===== src/design/yuyv_lm_pkg.sv =====
// Shared types, constants and the output effect function of the YUYV line mirror.
package yuyv_lm_pkg;

   // Line store sizing default (macropixels per bank)
   localparam int MAX_LINE_MACROPIXELS = 1024;

   // Register widths and reset values
   localparam int LEN_W = 11;
   localparam logic [LEN_W-1:0] LINE_RESET = 11'd320;
   localparam int CSR_INDEX_W = 2;

   // Chroma value forced by monochrome
   localparam logic [7:0] CHROMA_MID = 8'h80;

   // Request kinds
   localparam logic REQ_PIXEL = 1'b0;
   localparam logic REQ_FLUSH = 1'b1;

   // Register map
   typedef enum logic [CSR_INDEX_W-1:0] {
      CSR_LINE_MACROPIXELS = 2'd0,
      CSR_MIRROR_ENABLE    = 2'd1,
      CSR_NEGATIVE_ENABLE  = 2'd2,
      CSR_MONO_ENABLE      = 2'd3
   } csr_index_type;

   // One macropixel, packed as stored: Y0 in the low byte, V in the high byte
   typedef struct packed {
      logic [7:0] chroma_red;
      logic [7:0] luma_second;
      logic [7:0] chroma_blue;
      logic [7:0] luma_first;
   } macropixel_type;

   // Per-request decision handed from the sequencer to the output stage
   typedef struct packed {
      logic emit;        // request yields a response
      logic from_store;  // response comes from the line store (mirrored)
      logic line_end;    // response closes a line
   } step_type;

   // Negative first, then monochrome
   function automatic macropixel_type apply_effects(macropixel_type px, logic negative,
                                                    logic mono);
      macropixel_type r;
      r = negative ? ~px : px;
      if (mono) begin
         r.chroma_blue = CHROMA_MID;
         r.chroma_red  = CHROMA_MID;
      end
      return r;
   endfunction

endpackage


===== src/design/yuyv_lm_out.sv =====
// Read-data stage and response register with effects applied on the way out.
module yuyv_lm_out (
   input  logic                       clock,
   input  logic                       reset,
   input  logic                       accept,
   input  yuyv_lm_pkg::step_type      step,
   input  yuyv_lm_pkg::macropixel_type pass_px,
   input  yuyv_lm_pkg::macropixel_type store_px,
   input  logic                       negative_enable,
   input  logic                       mono_enable,
   output logic                       in_ready,
   input  logic                       rsp_ready,
   output logic                       rsp_valid,
   output yuyv_lm_pkg::macropixel_type rsp_px,
   output logic                       rsp_line_end
);

   // Stage 1: request waiting for store read data
   logic                        s1_valid_ff, s1_valid_in;
   logic                        s1_from_store_ff;
   logic                        s1_line_end_ff;
   yuyv_lm_pkg::macropixel_type s1_px_ff;

   // Response register
   logic                        rsp_valid_ff, rsp_valid_in;
   yuyv_lm_pkg::macropixel_type rsp_px_ff;
   logic                        rsp_line_end_ff;

   logic                        s1_move;
   yuyv_lm_pkg::macropixel_type mirrored_px;
   yuyv_lm_pkg::macropixel_type sel_px;

   assign s1_move  = !rsp_valid_ff || rsp_ready;
   assign in_ready = !s1_valid_ff || s1_move;

   // Mirrored macropixel swaps its two luma samples
   always_comb begin
      mirrored_px             = store_px;
      mirrored_px.luma_first  = store_px.luma_second;
      mirrored_px.luma_second = store_px.luma_first;
      sel_px = s1_from_store_ff ? mirrored_px : s1_px_ff;
   end

   // Valid flags
   always_comb begin
      s1_valid_in = s1_valid_ff;
      if (accept) begin
         s1_valid_in = step.emit;
      end else if (s1_move) begin
         s1_valid_in = 1'b0;
      end
      rsp_valid_in = s1_move ? s1_valid_ff : rsp_valid_ff;
   end

   always_ff @(posedge clock) begin
      if (reset) begin
         s1_valid_ff  <= 1'b0;
         rsp_valid_ff <= 1'b0;
      end else begin
         s1_valid_ff  <= s1_valid_in;
         rsp_valid_ff <= rsp_valid_in;
      end
   end

   // Payload
   always_ff @(posedge clock) begin
      if (accept) begin
         s1_from_store_ff <= step.from_store;
         s1_line_end_ff   <= step.line_end;
         s1_px_ff         <= pass_px;
      end
      if (s1_move && s1_valid_ff) begin
         rsp_px_ff       <= yuyv_lm_pkg::apply_effects(sel_px, negative_enable, mono_enable);
         rsp_line_end_ff <= s1_line_end_ff;
      end
   end

   assign rsp_valid    = rsp_valid_ff;
   assign rsp_px       = rsp_px_ff;
   assign rsp_line_end = rsp_line_end_ff;

`ifndef NO_ASSERTIONS
   a_no_overwrite: assert property (@(posedge clock) disable iff (reset)
      (s1_valid_ff && !s1_move) |-> !accept)
      else $error("request accepted over a stalled read stage");

   a_stall_holds: assert property (@(posedge clock) disable iff (reset)
      (s1_valid_ff && !s1_move) |=> s1_valid_ff && $stable(s1_line_end_ff))
      else $error("stalled read stage lost its request");

   a_fill_rsp: assert property (@(posedge clock) disable iff (reset)
      (s1_valid_ff && s1_move) |=> rsp_valid_ff)
      else $error("read stage advanced without a response");
`endif

endmodule


===== config.mk =====
export PLATFORM = sky130hd
export DESIGN_NAME = yuyv_lm_out
export DESIGN_NICKNAME = d
export VERILOG_FILES = /design/src/design/yuyv_lm_pkg.sv /design/src/design/yuyv_lm_out.sv
export SDC_FILE = /design/constraint.sdc
export NUM_CORES = 1
export LEC_CHECK = 0
export BUFFER_PORTS_ARGS = -buffer_cell sky130_fd_sc_hd__buf_2
export CAP_MARGIN = 0
export CORE_ASPECT_RATIO = 2
export CORE_MARGIN = 2
export CORE_UTILIZATION = 50
export CTS_BUF_LIST = sky130_fd_sc_hd__clkbuf_2 sky130_fd_sc_hd__clkbuf_4 sky130_fd_sc_hd__clkbuf_8
export CTS_CLUSTER_SIZE = 25
export DETAILED_ROUTE_END_ITERATION = 10
export PLACE_DENSITY = 0.81
export SKIP_CTS_REPAIR_TIMING = 1
export SLEW_MARGIN = 20
export SYNTH_ARGS = -nofsm -noshare
export SYNTH_HDL_FRONTEND = slang
export SYNTH_SLANG_ARGS = --single-unit

===== constraint.sdc =====
create_clock -name clock -period 2.4 [get_ports clock]
set_clock_uncertainty 0.2 [all_clocks]
set_input_delay 0.48 -clock clock [delete_from_list [all_inputs] [get_ports clock]]
set_output_delay 0.48 -clock clock [all_outputs]
set_load 0.005 [all_outputs]

==> out/metrics.yaml <==
nNetsFinal: 340
post_route_cells_drive_above_1_share_pct: 48.2
top_level_ports: 108
num-fill-cells: 414
chipWidth_um: 57
timing.final.crit_period_ns: 1.77
finalCritPeriodShare_pct: 73.7
netlist.top_cell.by_area: "sky130_fd_sc_hd__edfxtp_1"
synth_flop_cell: "sky130_fd_sc_hd__edfxtp_1"
drt-initial-drc-count: 27
maximum_number_of_pins_on_one_net_before_global_route_repair: 37
vdd_ir_drop_max_uv: 642
syn-instance-count: 152
max-cap-violations: 0
min-delay-path-class: "in2reg"
cp-end-kind: "primary output"
crit_path_max_fanout: 3
worstSetupPathType: "reg2out"
power_leakage_nw: 1.53
drv_slew: 0
drt_drc_violations_left: 0
max_slew.worst_pin.slew_ns: 0.529
post-dp-hpwl_um: 4210
synth_edf_count: 67
dp.cells: 316
rsz_0062_raised_after_global_routing: "false"
synth.top_cells.by_area: "sky130_fd_sc_hd__edfxtp_1, sky130_fd_sc_hd__mux2i_1, sky130_fd_sc_hd__xnor2_1, sky130_fd_sc_hd__dfxtp_1, sky130_fd_sc_hd__buf_4"
grtUsageTotal_pct: 18.8
preCtsSetupSlack_ns: 0.564
cts_htree_levels: 3
antennaDiodeCount: 0
synth.yosys.warnings: 0
synth_cell_types: 17
total_power_mw: 2.52
drt_first_pass_iters: 4
critical_path_data_arrival_time_ns: 1.09
synthToLayoutAreaGrowth_pct: 27.0
grt_first_pass_wirelength_um: 8320
placement.io_buffers: 107
routability_driven_placement_congestion_ratio: 0.789
ys_seq_elements: 69
clk_latency_ns: 0.33
setup.worst_path.start_class: "register"
asyncSetResetFlopFracSynth_pct: 0
placement_rows: 38
globalRouteOverflowTotal: 0
cts.reportedPaths.clkPinSlew_ns: 0.06
first_global_vias: 1727
tritoncts: "yes"
hold-worst-slack_ns: 0.127
mappedNetlistNets: 225
final-hold-violation-count: 0
timing.critical_path.cells: "nand2b_1 -> or2_1 -> buf_2"
critPathRequiredTime_ns: 1.72
power_density_over_the_cells_nw_per_um2: 707
layoutNonFillerInstCount: 332
post-route-worst-setup-slack_ns: 0.630
core_area_sq_um: 5420
tns_ns: 0
netlist_area_sq_um: 2810
tritoncts.num_buffers: 9
routed-via-count: 1673
root_buffer: "sky130_fd_sc_hd__clkbuf_8"
max-slew-margin-rel_pct: 64.7
outcome: "finished, final reports clean"
number_of_antenna_violations_at_the_first_check_in_global_routing: 0
floorplan.initialDensity_pct: 51.8
setup_viol_count_final: 0
cts_max_path_buffers: 2
drtAntennaViolNets: 0
crit_slowest_cell: "sky130_fd_sc_hd__dfxtp_1"
drt_wl_total_um: 5580
cpPeakStageDelay_ns: 0.35
via_to_cell_ratio: 5.04
post_synth_most_frequent_cells: "sky130_fd_sc_hd__edfxtp_1, sky130_fd_sc_hd__mux2i_1, sky130_fd_sc_hd__xnor2_1"
post-synth-top-count-cell: "sky130_fd_sc_hd__edfxtp_1"
synth_area_per_cell_sq_um: 18.5
tritoncts_num_sinks: 69
die_h_um: 110
part_of_the_yosys_area_used_for_sequential_elements_pct: 73.1
design.die.area_sq_um: 6270
netlist.area_leader.share_pct: 71.6
wire_per_inst_um: 16.8
timing.fmax_ghz: 0.565
[stage by stage]
| step | util (%) | instance area, sq um |
|---|---|---|
| final | 65.8 | 3570 |
| after global routing | 65.8 | 3570 |
| after CTS | 65.8 | 3570 |
| after detailed placement | 62.6 | 3390 |
| after global placement | 62.6 | 3390 |
| after floorplan | - | 2810 |
[state kept, by name, indices dropped and copies added, names as in the netlist]
signal	flops
rsp_px	32
s1_px_ff	32
s1_line_end_ff	1
rsp_line_end	1
s1_valid_ff	1
s1_from_store_ff	1
rsp_valid	1
[worst paths after layout]
check / from / endpoint / slack (ns) / depth (start not counted)
worst max register to register: s1_from_store_ff / rsp_px[15] / 0.71 / 3
worst max-delay path: rsp_valid / in_ready / 0.63 / 3
worst min-delay path: pass_px[28] / s1_px_ff[28] / 0.13 / 1
worst min register to register: s1_line_end_ff / rsp_line_end / 0.27 / 0
[kinds of logic after synthesis]
family | synth area share [%]
XOR/XNOR | 4.99
multiplexers | 17.2
AO/OA/AOI/OAI | 0.356
buffers and inverters | 2.76
AND/OR/NAND/NOR | 1.65
flip-flops | 73.1
[metal layers]
metal  vias up  track usage, %  wire, um
li1        806               -         -
met1       788            18.4      1840
met2        70            35.2      3250
met3         9            5.83       384
met4         0            8.47       108
met5         -               0         0
[report_power, final]
part	switching (mW)	total, mW	internal (mW)
Clock	0.372	0.818	0.447
Sequential	0.0206	1.43	1.41
Combinational	0.129	0.271	0.142
Total	0.521	2.52	2.00
[placed cells by master, fill, tap and decap left out, drive strengths merged]
cell type	Yosys	final
buf	8	113
edfxtp	67	67
mux2i	46	46
xnor2	16	16
clkbuf	1	14
nand2b	2	2
or2	2	2
a21oi	2	2
mux2	2	2
clkinv	0	2
dfxtp	2	2
and2	1	1
inv	1	1
nand4bb	1	1
nand2	1	1
[worst max-delay path: cells and delay by family, from the launching register on]
family	cells	cell delay [ns]
DFF	1	0.35
buffers and inverters	1	0.12
and+or+nand+nor	2	0.29
[area by class of cell]
cell class / instances / area, sq um / area share, %
well taps: 60 / 75.1 / 2.10
clock buffers: 14 / 168 / 4.70
inverters: 1 / 3.75 / 0.105
multi-input cells: 73 / 679 / 19.0
clock inverters: 2 / 10.0 / 0.281
repair buffers: 113 / 581 / 16.3
flip-flops and latches: 69 / 2050 / 57.5
No activity file was read; power rests on OpenSTA's default activity.
