### config.mk
export PLATFORM = sky130hd
export DESIGN_NAME = yuyv_lm_ctrl
export DESIGN_NICKNAME = d
export VERILOG_FILES = /design/src/design/yuyv_lm_pkg.sv /design/src/design/yuyv_lm_ctrl.sv
export SDC_FILE = /design/constraint.sdc
export NUM_CORES = 1
export LEC_CHECK = 0
export BUFFER_PORTS_ARGS = -buffer_cell sky130_fd_sc_hd__buf_2
export CAP_MARGIN = 20
export CORE_MARGIN = 2
export CORE_UTILIZATION = 54
export DETAILED_ROUTE_END_ITERATION = 7
export PLACE_DENSITY = 0.8
export SYNTH_ARGS = -nofsm -noshare
export SYNTH_HDL_FRONTEND = slang
export SYNTH_SLANG_ARGS = --single-unit
### constraint.sdc
create_clock -name clock -period 3.9 [get_ports clock]
set_input_delay 0.195 -clock clock [delete_from_list [all_inputs] [get_ports clock]]
set_output_delay 0.195 -clock clock [all_outputs]
set_load 0.02 [all_outputs]
### src/design/yuyv_lm_pkg.sv
// Shared types, constants and the output effect function of the YUYV line mirror.
package yuyv_lm_pkg;

   // Line store sizing default (macropixels per bank)
   localparam int MAX_LINE_MACROPIXELS = 1024;

   // Register widths and reset values
   localparam int LEN_W = 11;
   localparam logic [LEN_W-1:0] LINE_RESET = 11'd320;
   localparam int CSR_INDEX_W = 2;

   // Chroma value forced by monochrome
   localparam logic [7:0] CHROMA_MID = 8'h80;

   // Request kinds
   localparam logic REQ_PIXEL = 1'b0;
   localparam logic REQ_FLUSH = 1'b1;

   // Register map
   typedef enum logic [CSR_INDEX_W-1:0] {
      CSR_LINE_MACROPIXELS = 2'd0,
      CSR_MIRROR_ENABLE    = 2'd1,
      CSR_NEGATIVE_ENABLE  = 2'd2,
      CSR_MONO_ENABLE      = 2'd3
   } csr_index_type;

   // One macropixel, packed as stored: Y0 in the low byte, V in the high byte
   typedef struct packed {
      logic [7:0] chroma_red;
      logic [7:0] luma_second;
      logic [7:0] chroma_blue;
      logic [7:0] luma_first;
   } macropixel_type;

   // Per-request decision handed from the sequencer to the output stage
   typedef struct packed {
      logic emit;        // request yields a response
      logic from_store;  // response comes from the line store (mirrored)
      logic line_end;    // response closes a line
   } step_type;

   // Negative first, then monochrome
   function automatic macropixel_type apply_effects(macropixel_type px, logic negative,
                                                    logic mono);
      macropixel_type r;
      r = negative ? ~px : px;
      if (mono) begin
         r.chroma_blue = CHROMA_MID;
         r.chroma_red  = CHROMA_MID;
      end
      return r;
   endfunction

endpackage

### src/design/yuyv_lm_ctrl.sv
// Line sequencer: fill position, bank select, pending count and store addressing.
module yuyv_lm_ctrl #(
   parameter int MAX_LINE_MACROPIXELS = yuyv_lm_pkg::MAX_LINE_MACROPIXELS
) (
   input  logic                                         clock,
   input  logic                                         reset,
   input  logic                                         accept,
   input  logic                                         req_type,
   input  logic [yuyv_lm_pkg::LEN_W-1:0]                line_macropixels,
   input  logic                                         mirror_enable,
   output yuyv_lm_pkg::step_type                        step,
   output logic                                         rd_en,
   output logic [$clog2(2*MAX_LINE_MACROPIXELS)-1:0]    rd_addr,
   output logic                                         wr_en,
   output logic [$clog2(2*MAX_LINE_MACROPIXELS)-1:0]    wr_addr
);

   localparam int CW = $clog2(MAX_LINE_MACROPIXELS + 1);
   localparam int IW = $clog2(MAX_LINE_MACROPIXELS);
   localparam int AW = $clog2(2 * MAX_LINE_MACROPIXELS);

   logic [IW-1:0] fill_ff, fill_in;
   logic          bank_ff, bank_in;
   logic [CW-1:0] pending_ff, pending_in;

   logic [CW-1:0] len;
   logic [CW-1:0] pending_dec;
   logic [IW-1:0] drain_idx;
   logic          pending_nz;
   logic          ends;
   logic          drain;
   logic          is_flush;

   // Effective line length: zero acts as one, oversize clamps to the store size
   always_comb begin
      if (line_macropixels == '0) begin
         len = CW'(1);
      end else if (32'(line_macropixels) > 32'(MAX_LINE_MACROPIXELS)) begin
         len = CW'(MAX_LINE_MACROPIXELS);
      end else begin
         len = CW'(line_macropixels);
      end
   end

   assign is_flush    = (req_type == yuyv_lm_pkg::REQ_FLUSH);
   assign pending_nz  = (pending_ff != '0);
   assign pending_dec = pending_ff - CW'(1);
   assign drain_idx   = pending_dec[IW-1:0];
   assign ends        = (32'(fill_ff) + 32'd1) >= 32'(len);

   // Decision for this request
   always_comb begin
      step.from_store = is_flush || mirror_enable;
      step.emit       = step.from_store ? pending_nz : 1'b1;
      step.line_end   = step.from_store ? (pending_ff == CW'(1)) : ends;
   end

   assign drain = step.emit && step.from_store;

   // Store ports: read the other bank in reverse, write the filling bank
   assign rd_en   = accept && drain;
   assign rd_addr = (bank_ff ? AW'(0) : AW'(MAX_LINE_MACROPIXELS)) + AW'(drain_idx);
   assign wr_en   = accept && !is_flush;
   assign wr_addr = (bank_ff ? AW'(MAX_LINE_MACROPIXELS) : AW'(0)) + AW'(fill_ff);

   // Next state
   always_comb begin
      fill_in    = fill_ff;
      bank_in    = bank_ff;
      pending_in = pending_ff;
      if (accept) begin
         if (drain) begin
            pending_in = pending_dec;
         end
         if (!is_flush) begin
            if (ends) begin
               fill_in    = '0;
               bank_in    = ~bank_ff;
               pending_in = mirror_enable ? len : '0;
            end else begin
               fill_in = fill_ff + IW'(1);
            end
         end
      end
   end

   always_ff @(posedge clock) begin
      if (reset) begin
         fill_ff    <= '0;
         bank_ff    <= 1'b0;
         pending_ff <= '0;
      end else begin
         fill_ff    <= fill_in;
         bank_ff    <= bank_in;
         pending_ff <= pending_in;
      end
   end

`ifndef NO_ASSERTIONS
   a_pending_range: assert property (@(posedge clock) disable iff (reset)
      32'(pending_ff) <= 32'(MAX_LINE_MACROPIXELS))
      else $error("pending count beyond line store size");

   a_no_same_entry: assert property (@(posedge clock) disable iff (reset)
      (rd_en && wr_en) |-> (rd_addr != wr_addr))
      else $error("read and write hit the same store entry");

   a_bank_swap: assert property (@(posedge clock) disable iff (reset)
      (accept && !is_flush && ends) |=> (bank_ff != $past(bank_ff)) && (fill_ff == '0))
      else $error("line end did not swap banks");
`endif

endmodule

==> impl_metrics.yaml, run 1 <==
global_route:
  top_usage_layer: "met2"
  grt_pass1_vias: 1812
  grt_util_met2_pct: 45.5
  grt_pass1_wl_um: 8270
  met1_usage_pct: 30.8
  grt_use_met3_pct: 2.68
  grt_overflow: 0
  antenna_found_initial: 0
  grt_max_degree: 24
  grtUsageTotal_pct: 25.1
logic_synthesis:
  syn_avg_cell_area_sq_um: 7.54
  ys_seq_area_share_pct: 23.0
  synth-edff-count: 0
  postSynthRegisterBits: 22
  async_flop_share_pct: 0
  synth_area_sq_um: 1910
  ys_warn_count: 0
  syn_inst: 254
  synth_ff_type: "dfxtp_1"
  yosysTopAreaCellShare_pct: 23.0
  yosys-top-cells-area: "dfxtp_1 (23%), ha_1 (9.2%), nand2_1 (6.7%)"
  synth_top_cell_by_area: "dfxtp_1"
  syn_nets: 284
  synth_cell_type_count: 49
timing:
  fin_ws_ps: 470
  period_share_pct: 87.9
  finalMaxSlewViolations: 0
  setup_viol: 0
  hold_viol_final: 0
  fmaxAchievable_mhz: 292
  rsz0062_at_grt: "no"
  fin_tns_setup_ps: 0
  slew_headroom_pct: 59.1
  tightest_slew_ps: 611
  finClkSkew_ps: 2.92
  period_minus_slack_ps: 3430
  whs_ps: 162
detailed_routing:
  route.detailed.drc: 0
  wl_per_cell_um: 14.5
  vias_per_cell: 5.88
  routed_wl_um: 4840
  ant_nets: 0
  dr.pass1.iters: 4
  drt_iter0_markers: 157
  vias: 1959
clocking:
  clock_sinks: 22
  clockRootBuffer: "clkbuf_4"
  cts_resized: 0
  cts_setup_buffers: 0
  cts_made_buffers: 3
  h-tree-depth: 1
  ctsHoldBuffers: 0
  worstSkewPairLatency_ps: 320
  tritoncts: "done"
  clk_pin_slew_worst_paths_ps: 140
  clockBufferDepth: 2
critical_path:
  cp-startpoint: "fill_ff[2]"
  reg2reg_from: "fill_ff[2]"
  crit_type: "register to output port"
  crit_fanout: 9
  worstPathArrival_ps: 3230
  cp_data_required_time_ps: 3700
  end_kind: "output port"
  cp-start-kind: "register"
placement:
  port_buffers: 42
  dpl-instance-area_sq_um: 2120
  hpwl_um: 3750
  place_inst: 329
  pre_cts_slack_ps: 746
  gp_congestion: 0.846
floorplan:
  die_y_um: 63.5
  fp.coreArea_sq_um: 3360
  num_rows: 21
  die_area_sq_um: 4040
  io_pins: 43
  initial_core_util_pct: 56.9
  die_x_um: 63.5
hold_path:
  worstHoldPathType: "input port to register"
  hold_start: "line_macropixels[2]"
pwr:
  leakage_nw: 0.966
  total_power_mw: 1.32
  p_per_area_nw_per_um2: 609
  peakVddDrop_mv: 0.217
finish:
  drive_gt1_share_pct: 19.9
  areaGrowthSynthToFinish_pct: 12.8
  instances_no_fill: 333
  post-route-util_pct: 64.2
  final_area_sq_um: 2160
  diodes: 0
  finalNetCount: 318
run_status:
  status: "completed"
flow_run:
  maxCapViolCount: 0
## cells in the mapped netlist, drive strengths merged (3+ instances only)
library cell,n
buf,4
a21o,3
nor3,6
inv,11
a21oi,12
nand3,17
clkbuf,10
nor2b,4
nor4,4
nor3b,6
nand2b,4
xor2,8
mux2i,3
mux2,3
o21ai,12
and3,6
xnor2,8
a31oi,3
o221ai,3
ha,14
or4,4
nand2,35
nor2,20
nand4,6
dfxtp,22
a32o,6
## sequential cells by signal (all words and copies together) (netlist names)
register / cells
pending_ff: 11
bank_ff: 1
fill_ff: 10
## final timing paths
check | to | slack, ps | cells past startpoint
setup / recovery | step[0] | 470 | 12
hold / removal | pending_ff[2] | 160 | 3
setup reg to reg | pending_ff[9] | 710 | 12
hold reg to reg | fill_ff[9] | 540 | 2
## critical path: stages, from the launching register on
cell     delay (ps)
dfxtp_1         490
and4_1          240
and2_1          140
nor2b_1         250
nand3_1         170
xnor2_1         160
ha_1            300
nand4_1         110
nor2_1           60
a21oi_1         280
and2_1          440
o21ai_0         120
buf_2           170
## cells by family (layout without fill, tap and decap cells)
logic type	after synthesis	count (layout)	share of synthesized area, %
compound gates	49	49	17.5
xor+xnor	16	16	7.32
fa+ha+maj	14	14	9.15
buf+inv	25	58	5.62
flops	22	22	23.0
mux	6	6	3.33
simple gates	122	122	34.1
## power by group
part | total, mW | switching (mW) | internal, mW
registers | 0.339 | 0.0747 | 0.265
clock network | 0.135 | 0.0777 | 0.0571
logic | 0.842 | 0.502 | 0.340
## layout by cell type (no fill, tap or decap), types with 3 or more instances in the layout
master    netlist  routed
buf_2           2      42
nand2_1        34      34
dfxtp_1        22      22
nor2_1         18      18
nand3_1        17      17
ha_1           14      14
a21oi_1        12      12
inv_1          11      11
o21ai_0        11      11
xor2_1          8       8
xnor2_1         8       8
and3_1          6       6
nand4_1         6       6
nor3b_1         6       6
a32o_1          6       6
nor3_1          5       5
nand2b_1        4       4
nor2b_1         4       4
nor4_1          3       3
a31oi_1         3       3
a21o_1          3       3
mux2_2          3       3
o221ai_1        3       3
mux2i_1         3       3
clkbuf_4        0       3
## layer usage
layer | wire length, um | vias up
li1 | - | 987
met1 | 2120 | 910
met2 | 2440 | 56
met3 | 222 | 6
met4 | 52 | 0
met5 | 0 | -
## cell type report
class                   instances  area, sq um
clock buffers                   4         36.3
fillers                       339         1200
well taps                      46         57.6
flip-flops and latches         22          440
inverters                      11         41.3
multi-input cells             207         1370
repair buffers                 43          218
No activity file was read; power rests on OpenSTA's default activity.
==> inputs of run 2 (changes only) <==
--- a/config.mk
+++ b/config.mk
@@ -10,7 +10,7 @@
 export CORE_MARGIN = 2
 export CORE_UTILIZATION = 54
 export DETAILED_ROUTE_END_ITERATION = 7
-export PLACE_DENSITY = 0.8
+export PLACE_DENSITY = 0.82
 export SYNTH_ARGS = -nofsm -noshare
 export SYNTH_HDL_FRONTEND = slang
 export SYNTH_SLANG_ARGS = --single-unit
==> run 2 against run 1 <==
  * Highest routed layer unchanged
  * Hold slack gained 2.5 ps
  * Sequential share of layout area grew 0.13 points
  * Fmax shrank 0.37%
  * Die area stayed put
  * Core utilization fell by 0.41 points
  * Setup slack lost 13 ps
  * First-iteration DRC count shrank 11%
  * Final area is 0.64% lower
  * Non-clock buffer count stayed put
==> impl_metrics.yaml, run 2 (synthesis results as in run 1) <==
hold_path:
  hold_start: "line_macropixels[4]"
  worstHoldPathType: "input port to register"
  hold_depth: 3
  min_to: "pending_ff[4]"
timing:
  finalMaxSlewViolations: 0
  fmaxAchievable_mhz: 291
  hold_viol_final: 0
  period_share_pct: 88.3
  setup_viol: 0
  rsz0062_at_grt: "no"
  tightest_slew_ps: 612
  fin_ws_ps: 458
  period_minus_slack_ps: 3440
  fin_tns_setup_ps: 0
  whs_ps: 164
  slew_headroom_pct: 59.0
  finClkSkew_ps: 2.92
pwr:
  p_per_area_nw_per_um2: 597
  leakage_nw: 0.959
  power_frac_seq_pct: 26.5
  total_power_mw: 1.28
  clock_power_share_pct: 8.0
  peakVddDrop_mv: 0.218
  combPwrFrac_pct: 65.5
  p_sw_share_pct: 50.0
  internal_power_mw: 0.641
  p_sw_mw: 0.641
placement:
  gp_congestion: 0.843
  hpwl_um: 3680
  pre_cts_slack_ps: 720
  port_buffers: 42
global_route:
  grt_max_degree: 24
  antenna_found_initial: 0
  grt_overflow: 0
  grt_pass1_vias: 1768
  grt_pass1_wl_um: 7870
  grtUsageTotal_pct: 23.9
critical_path:
  cp_slowest_stage_delay_ps: 490
  crit_fanout: 9
  reg2reg_from: "fill_ff[2]"
  r2r_slack_ps: 670
  path_common_cell: "and2_1"
  worstPathArrival_ps: 3250
  rr_worst_depth: 12
  reg2reg_to: "pending_ff[9]"
  path_cells: "and4_1 > and2_1 > nor2b_1 > nand3_1 > xnor2_1 > ha_1 > nand4_1 > nor2_1 > a21oi_1 > and2_1 > o21ai_0 > buf_2"
  cp-start-kind: "register"
  cp_data_required_time_ps: 3700
  slowest_stage: "dfxtp_1"
  crit_type: "register to output port"
  worst-path-stages: 12
  cp_top_family: "simple AND/OR/NAND/NOR gates"
  end_kind: "output port"
  path_buf_inv: 1
finish:
  diodes: 0
  mostFrequentLayoutCell: "buf_2"
  regArea_sq_um: 440
  fillers: 343
  areaGrowthSynthToFinish_pct: 12.1
  largestRegisters: "pending_ff (11), fill_ff (10), bank_ff (1)"
  top_register: "pending_ff"
  final_cell_mix: "buf_2 (42), nand2_1 (34), dfxtp_1 (22), nor2_1 (18), nand3_1 (17)"
  multi_input_area_sq_um: 1370
  largest_register_ffs: 11
  finalNetCount: 318
  drive_gt1_share_pct: 19.6
clocking:
  h-tree-depth: 1
  clockBufferDepth: 2
  clockRootBuffer: "clkbuf_4"
  worstSkewPairLatency_ps: 300
  clock_sinks: 22
  cts_made_buffers: 3
  ctsHoldBuffers: 0
  cts_resized: 0
  tritoncts: "done"
  clk_pin_slew_worst_paths_ps: 120
  cts_setup_buffers: 0
run_status:
  status: "completed"
detailed_routing:
  routed_wl_um: 4650
  route.detailed.drc: 0
  dr.pass1.iters: 4
  vias_per_cell: 5.81
  ant_nets: 0
  vias: 1929
  drt_iter0_markers: 139
  wl_per_cell_um: 14.0
floorplan:
  io_pins: 43
  num_rows: 21
  fp.coreArea_sq_um: 3360
  die_x_um: 63.5
  die_y_um: 63.5
  initial_core_util_pct: 56.9
  die_area_sq_um: 4040
flow_run:
  maxCapViolCount: 0
## run 2: changes by cell type in the layout (fill, tap and decap cells not counted), sizes merged
cell,delta
clkbuf,-1
## run 2: final cells by class
class                           count  area share (%)
Multi-Input combinational cell    207            63.7
Timing Repair Buffer               43            10.1
Tap cell                           46            2.68
Inverter                           11            1.92
Clock buffer                        3            1.05
Sequential cell                    22            20.5
## run 2: worst max-delay path by stage
stage                           from            end
after floorplan           fill_ff[2]  pending_ff[9]
after global placement    fill_ff[2]  pending_ff[9]
after detailed placement  fill_ff[2]  pending_ff[9]
after CTS                 fill_ff[2]        step[0]
after global routing      fill_ff[2]        step[0]
final                     fill_ff[2]        step[0]
## run 2: metrics by stage
| stage | util (%) | instances | cell area (sq um) |
|---|---|---|---|
| after floorplan | - | 254 | 1910 |
| after global placement | 63.1 | 329 | 2120 |
| after detailed placement | 63.1 | 329 | 2120 |
| after CTS | 63.8 | 332 | 2150 |
| after global routing | 63.8 | 332 | 2150 |
| final | 63.8 | 332 | 2150 |
## run 2: layer usage
metal / part of all wire, % / vias to the layer above / track usage (%)
met3: 3.6 / 4 / 1.96
met4: 0.86 / 0 / 10.6
met5: 0 / - / 0
met2: 51 / 45 / 41.3
met1: 45 / 895 / 30.1
li1: - / 985 / -
## run 2: worst register-to-register path, stage by stage (launching register included)
cell and delay (ps):
dfxtp_1 490, and4_1 250, and2_1 140, nor2b_1 260
nand3_1 170, xnor2_1 160, ha_1 290, nand4_1 100
nor2_1 50, a21oi_1 310, a21o_1 370, mux2_2 380
o221ai_1 180
## run 2: power by group through the flow
stage | logic, mW | clock network [mW] | registers (mW)
global route | 0.920 | 0.115 | 0.350
floorplan | 0.670 | 0 | 0.307
CTS | 0.843 | 0.109 | 0.338
global placement | 0.829 | 0 | 0.342
finish | 0.839 | 0.102 | 0.340
detailed placement | 0.839 | 0 | 0.344
==> inputs of run 3 (changes only) <==
--- a/config.mk
+++ b/config.mk
@@ -8,9 +8,9 @@
 export BUFFER_PORTS_ARGS = -buffer_cell sky130_fd_sc_hd__buf_2
 export CAP_MARGIN = 20
 export CORE_MARGIN = 2
-export CORE_UTILIZATION = 54
+export CORE_UTILIZATION = 40
 export DETAILED_ROUTE_END_ITERATION = 7
-export PLACE_DENSITY = 0.82
+export PLACE_DENSITY = 0.64
 export SYNTH_ARGS = -nofsm -noshare
 export SYNTH_HDL_FRONTEND = slang
 export SYNTH_SLANG_ARGS = --single-unit
==> run 3 against run 2 <==
  * Wire length up 8.8%
  * Final cell count is 2.7% higher
  * Combinational power increased by 0.7%
  * Via count grew 0.83%
  * First-iteration DRC count is 10% lower
  * Global-route usage down 3.3 points
  * Final area rose by 2.7%
  * Sequential cell count unchanged
  * Core utilization decreased by 17 points
  * Critical path type unchanged
==> impl_metrics.yaml, run 3 (synthesis results as in run 1) <==
run_status:
  status: "completed"
global_route:
  antenna_found_initial: 0
  grt_pass1_wl_um: 8750
  grt_pass1_vias: 1835
  grt_max_degree: 24
  grt_overflow: 0
  grtUsageTotal_pct: 20.6
finish:
  top_register: "pending_ff"
  final_area_sq_um: 2200
  multi_input_area_sq_um: 1370
  fillers: 465
  mostFrequentLayoutCell: "buf_2"
  regArea_sq_um: 440
  finalNetCount: 318
  final_cell_mix: "buf_2 (42), nand2_1 (34), dfxtp_1 (22), nor2_1 (18), nand3_1 (17)"
  largest_register_ffs: 11
  drive_gt1_share_pct: 19.9
  areaGrowthSynthToFinish_pct: 15.2
  largestRegisters: "pending_ff (11), fill_ff (10), bank_ff (1)"
  diodes: 0
hold_path:
  worstHoldPathType: "input port to register"
  hold_start: "line_macropixels[2]"
  min_to: "pending_ff[2]"
  hold_depth: 3
placement:
  hpwl_um: 3940
  gp_congestion: 0.808
  port_buffers: 42
  dpl-instance-area_sq_um: 2130
timing:
  slew_headroom_pct: 55.8
  fmaxAchievable_mhz: 295
  tightest_slew_ps: 661
  rsz0062_at_grt: "no"
  finalMaxSlewViolations: 0
  period_share_pct: 86.8
  fin_tns_setup_ps: 0
  period_minus_slack_ps: 3390
  hold_viol_final: 0
  finClkSkew_ps: 5.04
  setup_viol: 0
floorplan:
  die_area_sq_um: 5360
  io_pins: 43
  die_x_um: 73.2
  die_y_um: 73.2
  fp.coreArea_sq_um: 4660
  initial_core_util_pct: 41.1
  num_rows: 25
clocking:
  clock_sinks: 22
  clockRootBuffer: "clkbuf_8"
  clk_pin_slew_worst_paths_ps: 90
  cts_made_buffers: 3
  cts_setup_buffers: 0
  cts_resized: 0
  h-tree-depth: 1
  worstSkewPairLatency_ps: 270
  clockBufferDepth: 2
  tritoncts: "done"
  ctsHoldBuffers: 0
detailed_routing:
  vias: 1945
  drt_iter0_markers: 125
  routed_wl_um: 5060
  wl_per_cell_um: 14.8
  route.detailed.drc: 0
  ant_nets: 0
  vias_per_cell: 5.70
  dr.pass1.iters: 4
critical_path:
  r2r_slack_ps: 730
  crit_type: "register to output port"
  rr_worst_depth: 12
  end_kind: "output port"
  reg2reg_to: "pending_ff[9]"
  crit_fanout: 9
  cp_data_required_time_ps: 3700
  cp-start-kind: "register"
  worstPathArrival_ps: 3190
  reg2reg_from: "fill_ff[2]"
pwr:
  combPwrFrac_pct: 60.0
  p_sw_mw: 0.665
  p_sw_share_pct: 47.2
  internal_power_mw: 0.743
  power_frac_seq_pct: 24.3
  peakVddDrop_mv: 0.289
  clock_power_share_pct: 15.7
  leakage_nw: 0.981
  p_per_area_nw_per_um2: 639
flow_run:
  maxCapViolCount: 0
[run 3: cell types whose count changed in the layout (fill, tap and decap cells not counted), sizes merged]
cell    delta
bufinv     +1
[run 3: power groups by stage]
stage / sequential, mW / combinational (mW) / clock (mW)
CTS: 0.340 / 0.853 / 0.226
global route: 0.350 / 0.936 / 0.233
detailed placement: 0.345 / 0.850 / 0
finish: 0.342 / 0.845 / 0.221
global placement: 0.344 / 0.843 / 0
floorplan: 0.307 / 0.670 / 0
[run 3: layout make-up]
class	count	share of cell area [%]
flip-flops and latches	22	20.0
clock inverters	1	1.36
inverters	11	1.87
repair buffers	43	9.88
clock buffers	3	1.87
well taps	54	3.06
multi-input cells	207	62.0
[run 3: worst max-delay path by stage]
stage / from / to / slack, ps / cells after the start
2_1_floorplan: fill_ff[2] / pending_ff[9] / 780 / 13
3_3_place_gp: fill_ff[2] / pending_ff[9] / 870 / 12
3_5_place_dp: fill_ff[2] / pending_ff[9] / 780 / 12
4_1_cts: fill_ff[2] / step[0] / 550 / 12
5_1_grt: fill_ff[2] / step[0] / 150 / 12
6_report: fill_ff[2] / step[0] / 510 / 12
[run 3: worst max-delay path, stage by stage, from the launching register on]
cell,delay [ps]
dfxtp_1,470
and4_1,240
and2_1,140
nor2b_1,250
nand3_1,170
xnor2_1,160
ha_1,290
nand4_1,110
nor2_1,60
a21oi_1,280
and2_1,440
o21ai_0,130
buf_2,170
[run 3: stage by stage]
step / power, mW / setup slack, ps / std cells / util (%) / hold WS [ps]
after floorplan: 0.977 / 783 / 254 / - / 328
after global placement: 1.19 / 869 / 337 / 45.8 / 485
after detailed placement: 1.20 / 780 / 337 / 45.8 / 495
after CTS: 1.42 / 550 / 341 / 47.3 / 196
after global routing: 1.52 / 153 / 341 / 47.3 / 205
final: 1.41 / 515 / 341 / 47.3 / 202
[run 3: per-layer routing]
layer / global-route usage (%) / routed length (um)
met5: 0 / 0
met4: 3.91 / 30
met3: 4.56 / 186
met2: 36.0 / 2560
met1: 26.0 / 2280
